**config.mk**
```make
export PLATFORM = sky130hd
export DESIGN_NAME = cordic_sine_cosine
export DESIGN_NICKNAME = d
export VERILOG_FILES = /design/src/hdl/cordic_sc_pkg.sv /design/src/hdl/cordic_sine_cosine.sv /design/src/hdl/cordic_sc_step.sv
export SDC_FILE = /design/constraint.sdc
export NUM_CORES = 2
export LEC_CHECK = 0
export BUFFER_PORTS_ARGS = -buffer_cell sky130_fd_sc_hd__buf_2
export CORE_MARGIN = 2
export CORE_UTILIZATION = 25
export DETAILED_ROUTE_END_ITERATION = 16
export GPL_ROUTABILITY_DRIVEN = 1
export SYNTH_ARGS = -nofsm -noshare
export SYNTH_HDL_FRONTEND = slang
export SYNTH_SLANG_ARGS = --single-unit
```
**constraint.sdc**
```tcl
create_clock -name clk -period 15.8 [get_ports clk]
set_clock_uncertainty 0.1 [all_clocks]
set_input_delay 3.16 -clock clk [delete_from_list [all_inputs] [get_ports clk]]
set_output_delay 3.16 -clock clk [all_outputs]
set_load 0.01 [all_outputs]
```
**src/hdl/cordic_sc_pkg.sv**
```systemverilog
// Types, constants and the arctangent table for the CORDIC sine/cosine block.
// Depends on nothing; used by cordic_sc_step and cordic_sine_cosine.
package cordic_sc_pkg;

    localparam int STEPS_DEF = 61;
    localparam int WORD_W    = 64;
    localparam int PHASE_W   = 62;
    localparam int FRAC_W    = 60;
    localparam int ROM_IDX_W = 6;

    typedef logic signed [WORD_W-1:0] word_t;

    typedef struct packed {
        word_t x;
        word_t y;
        word_t z;
    } cordic_vec_t;

    localparam word_t START_X = 64'sh26DD3B6A10D79A00;

    function automatic word_t atan_rom(input logic [ROM_IDX_W-1:0] idx);
        word_t val;
        case (idx)
            6'd0:    val = 64'sh0800000000000000;
            6'd1:    val = 64'sh04B90147677CC200;
            6'd2:    val = 64'sh027ECE16D7B8E7A0;
            6'd3:    val = 64'sh0144447507776690;
            6'd4:    val = 64'sh00A2C350C39626C0;
            6'd5:    val = 64'sh005175F8564118A0;
            6'd6:    val = 64'sh0028BD87970A098C;
            6'd7:    val = 64'sh00145F15447510AC;
            6'd8:    val = 64'sh000A2F94D1B430CE;
            6'd9:    val = 64'sh000517CBAECC2ACE;
            6'd10:   val = 64'sh00028BE600246E9E;
            6'd11:   val = 64'sh000145F3052A032D;
            6'd12:   val = 64'sh0000A2F98337FB18;
            6'd13:   val = 64'sh0000517CC1B05CBC;
            6'd14:   val = 64'sh000028BE60DABA44;
            6'd15:   val = 64'sh0000145F306DAE9E;
            6'd16:   val = 64'sh00000A2F9836E17F;
            6'd17:   val = 64'sh00000517CC1B7205;
            6'd18:   val = 64'sh0000028BE60DB92B;
            6'd19:   val = 64'sh00000145F306DC9A;
            6'd20:   val = 64'sh000000A2F9836E4E;
            6'd21:   val = 64'sh000000517CC1B727;
            6'd22:   val = 64'sh00000028BE60DB93;
            6'd23:   val = 64'sh000000145F306DC9;
            6'd24:   val = 64'sh0000000A2F9836E4;
            6'd25:   val = 64'sh0000000517CC1B72;
            6'd26:   val = 64'sh000000028BE60DB9;
            6'd27:   val = 64'sh0000000145F306DC;
            6'd28:   val = 64'sh00000000A2F9836E;
            6'd29:   val = 64'sh00000000517CC1B7;
            6'd30:   val = 64'sh0000000028BE60DB;
            6'd31:   val = 64'sh00000000145F306D;
            6'd32:   val = 64'sh000000000A2F9836;
            6'd33:   val = 64'sh000000000517CC1B;
            6'd34:   val = 64'sh00000000028BE60D;
            6'd35:   val = 64'sh000000000145F306;
            6'd36:   val = 64'sh0000000000A2F983;
            6'd37:   val = 64'sh0000000000517CC1;
            6'd38:   val = 64'sh000000000028BE60;
            6'd39:   val = 64'sh0000000000145F30;
            6'd40:   val = 64'sh00000000000A2F98;
            6'd41:   val = 64'sh00000000000517CC;
            6'd42:   val = 64'sh0000000000028BE6;
            6'd43:   val = 64'sh00000000000145F3;
            6'd44:   val = 64'sh000000000000A2F9;
            6'd45:   val = 64'sh000000000000517C;
            6'd46:   val = 64'sh00000000000028BE;
            6'd47:   val = 64'sh000000000000145F;
            6'd48:   val = 64'sh0000000000000A2F;
            6'd49:   val = 64'sh0000000000000517;
            6'd50:   val = 64'sh000000000000028B;
            6'd51:   val = 64'sh0000000000000145;
            6'd52:   val = 64'sh00000000000000A2;
            6'd53:   val = 64'sh0000000000000051;
            6'd54:   val = 64'sh0000000000000028;
            6'd55:   val = 64'sh0000000000000014;
            6'd56:   val = 64'sh000000000000000A;
            6'd57:   val = 64'sh0000000000000005;
            6'd58:   val = 64'sh0000000000000002;
            6'd59:   val = 64'sh0000000000000001;
            default: val = '0;
        endcase
        return val;
    endfunction

endpackage

```
**src/hdl/cordic_sine_cosine.sv**
```systemverilog
// Top level of the iterative CORDIC sine/cosine generator.
// Depends on cordic_sc_pkg and cordic_sc_step.
//
// Usage:
//   Drive phase and raise start while busy is low; that edge accepts the
//   transaction. phase[61:60] is the quadrant, phase[59:0] the angle within
//   it (2^60 = quarter turn).
//   busy stays high while the angle is rotated: one CORDIC step per cycle on
//   the single shift/add unit, STEPS steps in all, then the quadrant fixup.
//   done pulses for exactly one cycle with sine and cosine (2^62 = 1.0);
//   the receiver must take them in that cycle, it cannot stall the block.
//   The accepting edge loads the vector, ST_RUN performs the rotation steps
//   and ST_FINISH applies the quadrant fixup, registering sine, cosine and
//   done. busy is already low while done is high, so a new transaction may
//   start alongside.
//   Reset clears the sequencer and done; sine and cosine are not reset.
module cordic_sine_cosine
    import cordic_sc_pkg::*;
#(
    parameter int STEPS = STEPS_DEF
)
(
    input  logic                     clk,
    input  logic                     rst_n,
    input  logic                     start,
    output logic                     busy,
    input  logic [PHASE_W-1:0]       phase,
    output logic                     done,
    output logic signed [WORD_W-1:0] sine,
    output logic signed [WORD_W-1:0] cosine
);

    localparam int CNT_W = $clog2(STEPS);
    localparam logic [CNT_W-1:0] CNT_LAST = CNT_W'(STEPS - 1);

    typedef enum logic [2:0] {
        ST_IDLE   = 3'b001,
        ST_RUN    = 3'b010,
        ST_FINISH = 3'b100
    } state_t;

    state_t      state_reg, state_next;
    logic [CNT_W-1:0] cnt_reg, cnt_next;
    logic [1:0]  quad_reg, quad_next;
    cordic_vec_t vec_reg, vec_next;
    cordic_vec_t step_out;
    logic        done_reg, done_next;
    word_t       sine_reg, sine_next;
    word_t       cosine_reg, cosine_next;
    word_t       s_pre;
    word_t       c_pre;
    logic        accept;

    assign accept = start && (state_reg == ST_IDLE);

    cordic_sc_step u_step (
        .cur (vec_reg),
        .idx (ROM_IDX_W'(cnt_reg)),
        .nxt (step_out)
    );

    always_comb
    begin
        s_pre = quad_reg[0] ? vec_reg.x : vec_reg.y;
        c_pre = quad_reg[0] ? vec_reg.y : vec_reg.x;
    end

    always_comb
    begin
        state_next  = state_reg;
        cnt_next    = cnt_reg;
        quad_next   = quad_reg;
        vec_next    = vec_reg;
        done_next   = 1'b0;
        sine_next   = sine_reg;
        cosine_next = cosine_reg;
        unique case (state_reg)
            ST_IDLE:
            begin
                if (accept)
                begin
                    quad_next  = phase[PHASE_W-1:FRAC_W];
                    vec_next.x = START_X;
                    vec_next.y = '0;
                    vec_next.z = word_t'({{(WORD_W-FRAC_W){1'b0}}, phase[FRAC_W-1:0]});
                    cnt_next   = '0;
                    state_next = ST_RUN;
                end
            end
            ST_RUN:
            begin
                vec_next = step_out;
                cnt_next = cnt_reg + 1'b1;
                if (cnt_reg == CNT_LAST)
                begin
                    state_next = ST_FINISH;
                end
            end
            ST_FINISH:
            begin
                // negate sine in the lower half-turn, cosine in the left half-plane
                sine_next   = quad_reg[1] ? -s_pre : s_pre;
                cosine_next = (quad_reg[1] ^ quad_reg[0]) ? -c_pre : c_pre;
                done_next   = 1'b1;
                state_next  = ST_IDLE;
            end
            default:
            begin
                state_next = ST_IDLE;
            end
        endcase
    end

    always_ff @(posedge clk or negedge rst_n)
    begin
        if (!rst_n)
        begin
            state_reg <= ST_IDLE;
            cnt_reg   <= '0;
            done_reg  <= 1'b0;
        end
        else
        begin
            state_reg <= state_next;
            cnt_reg   <= cnt_next;
            done_reg  <= done_next;
        end
    end

    always_ff @(posedge clk)
    begin
        quad_reg   <= quad_next;
        vec_reg    <= vec_next;
        sine_reg   <= sine_next;
        cosine_reg <= cosine_next;
    end

    assign busy   = (state_reg != ST_IDLE);
    assign done   = done_reg;
    assign sine   = sine_reg;
    assign cosine = cosine_reg;

endmodule

```
**src/hdl/cordic_sc_step.sv**
```systemverilog
// One rotation-mode CORDIC step: two arithmetic shifters and three add/subtract units.
// Depends on cordic_sc_pkg for the vector type and the arctangent table.
module cordic_sc_step
    import cordic_sc_pkg::*;
(
    input  cordic_vec_t              cur,
    input  logic [ROM_IDX_W-1:0]     idx,
    output cordic_vec_t              nxt
);

    logic  neg;
    word_t xs;
    word_t ys;
    word_t ang;

    assign neg = cur.z[WORD_W-1];
    assign xs  = cur.x >>> idx;
    assign ys  = cur.y >>> idx;
    assign ang = atan_rom(idx);

    // rotate toward zero residual angle; zero counts as non-negative
    assign nxt.x = neg ? (cur.x + ys)  : (cur.x - ys);
    assign nxt.y = neg ? (cur.y - xs)  : (cur.y + xs);
    assign nxt.z = neg ? (cur.z + ang) : (cur.z - ang);

endmodule

```
==> results.ini <==
[run_status]
outcome = finished with violations
violations = capacitance limit

[drt]
post_drt_wl_per_cell_um = 25.61
drc_errors = 0
viasPerCell = 5.784
wirelength_um = 198100
ant_nets = 0
vias = 44746
first_pass_iters = 10
drt_iter0_drc = 5949

[logic_synthesis]
synthArstFlopShare = 0.03012
syn_area_sq_um = 45280
ys_seq_area_frac = 0.2191
synth_nets = 5740
yosysTopAreaCell = edfxtp_1
synthTopCellsByArea = edfxtp_1, mux4_2, ha_1
ys_types = 120
ys_warn_count = 0
synth-seq-cells = 332
synth_edf_count = 322
netlist.area_leader.share = 0.2136
yosysMostFrequentCell = nand2_1
ys.flop_type = edfxtp_1
syn_inst = 5468
syn_avg_cell_area_sq_um = 8.280
ys_top_cells_by_count = nand2_1, nor2_1, a21oi_1

[setup_path]
critPathKind = reg2reg
crit_path_start_kind = register
cp-end-kind = register
arrival_ns = 10.51
required_ns = 16.05
crit_fanout = 127

[finish]
largest_reg_flops = 192
area.growth.synth_to_final_pct = 8.932
fill_cells = 19499
num-nets-final = 5602
drive_gt1_frac = 0.1428

[grt]
grt_start_max_net_pins = 183
grt_use_met2 = 0.3167
grtUsageMet3 = 0.04511
grt_pass1_wl_um = 287600
use_met1 = 0.2723
antenna_found_initial = 17
grt_use_total = 0.2046
overflow = 0
grt-busiest-layer = met2
first_global_vias = 42268

[floorplan]
die_h_um = 429.6
initial_utilization = 0.2510
rows = 156
die_area_sq_um = 184500
coreArea_sq_um = 180400
ios = 195
chipWidth_um = 429.6

[placement]
dp_hpwl_um = 149300
place_congestion = 1.006
io_buffer_count = 194

[sta]
min_period_over_period = 0.6495
finalSetupTns_ns = 0
finalSetupViolations = 0
slew_headroom = 0.01919
rsz0062_at_grt = false
fmax_mhz = 97.44
min_period_ns = 10.26
tightest_slew_ns = 1.468
hold_violations = 0
slew_violations = 0

[clocking]
cts_resized = 0
clock-sinks = 332
cts_made_buffers = 43
path_clk_slew_ns = 0.07
post_cts_buffers = 0
root_buffer = clkbuf_16
insertion_delay_ns = 0.65
postCtsHoldBufs = 0
cts_buffer_depth = 3
cts_tree = done
htree_levels = 2

[min_path]
hold_path_class = reg2reg

[job]
maxCapViolCount = 1

## critical path, cell delays in order (launching register included)
cell and delay (ns):
dfrtp_4 0.92, buf_4 0.83, buf_12 0.60, mux4_2 0.67
a32o_1 0.24, or4_1 0.64, a222oi_1 0.61, nor3b_1 0.58
nand2_1 0.23, nor3b_4 0.38, and2_1 0.22, a21oi_1 0.09
xor2_1 0.18, ha_1 0.37, and4_1 0.29, nand3_1 0.13
or3_1 0.36, o21ai_0 0.35, o211ai_1 0.20, a21oi_1 0.27
o21ai_0 0.27, o21ai_0 0.28, or3b_2 0.52, a211oi_1 0.31
o21a_1 0.16, nor3_1 0.04
## metal layers
layer | wire [um] | vias up
li1 | - | 20100
met1 | 82230 | 21693
met2 | 86620 | 2479
met3 | 19730 | 470
met4 | 9538 | 4
met5 | 29 | -
## metrics by stage
stage / hold slack (ns) / setup slack (ns) / instance area (sq um) / cells / utilization
3_5_place_dp: 0.5244 / 5.577 / 47870 / 7655 / 0.2654
3_3_place_gp: 0.5237 / 5.701 / 47870 / 7655 / 0.2654
6_report: 0.5399 / 5.538 / 49320 / 7736 / 0.2735
4_1_cts: 0.5398 / 5.530 / 49320 / 7735 / 0.2734
2_1_floorplan: 0.5074 / 4.892 / 45280 / 5468 / -
5_1_grt: 0.5588 / 4.816 / 49320 / 7735 / 0.2734
## cell type report
type                            count  area, sq um  area share
Multi-Input combinational cell   4572        32860      0.6662
Clock buffer                       51         1106     0.02243
Inverter                           84        326.6    0.006621
Tap cell                         2370         2965     0.06012
Antenna cell                        1        2.502  0.00005074
Clock inverter                     29        337.8    0.006850
Timing Repair Buffer              297         1782     0.03613
Sequential cell                   332         9943      0.2016
## cell families after synthesis
| group | after synthesis | synth area share |
|---|---|---|
| and+or+nand+nor | 1811 | 0.1890 |
| AOI/OAI and AO/OA | 1571 | 0.2236 |
| DFF | 332 | 0.2191 |
| muxes | 489 | 0.1591 |
| buffers and inverters | 564 | 0.05591 |
| adders and majority gates | 207 | 0.05770 |
| xor gates and xnor gates | 494 | 0.09556 |
## cells in the final DEF (no fill, tap or decap), drive strengths merged, types with 51 or more instances in the layout
master	netlist	routed
nand2	550	550
nor2	539	539
a21oi	438	438
o21ai	360	360
edfxtp	322	322
buf	193	297
xor2	258	258
xnor2	236	236
ha	204	204
mux2i	203	203
nor3	174	174
mux4	169	169
a21o	131	131
mux2	117	117
nand3	108	108
inv	83	92
a31oi	80	80
nor2b	69	69
o31ai	59	59
a211oi	57	57
nand2b	56	56
clkbuf	287	51
## worst paths after layout
path                             from            to  slack, ns  cells after the start
hold reg to reg            vec_reg[0]    vec_reg[0]       0.54                      3
min in group asynchronous       rst_n    cnt_reg[0]       2.32                      1
hold / removal             vec_reg[0]    vec_reg[0]       0.54                      3
setup reg to reg           cnt_reg[0]  vec_reg[184]       5.54                     25
setup / recovery           cnt_reg[0]  vec_reg[184]       5.54                     25
max in group asynchronous       rst_n  state_reg[0]      12.98                      1
Power is not shown: default switching activity piles up to over one toggle a cycle in this logic, so the estimate is an artifact.
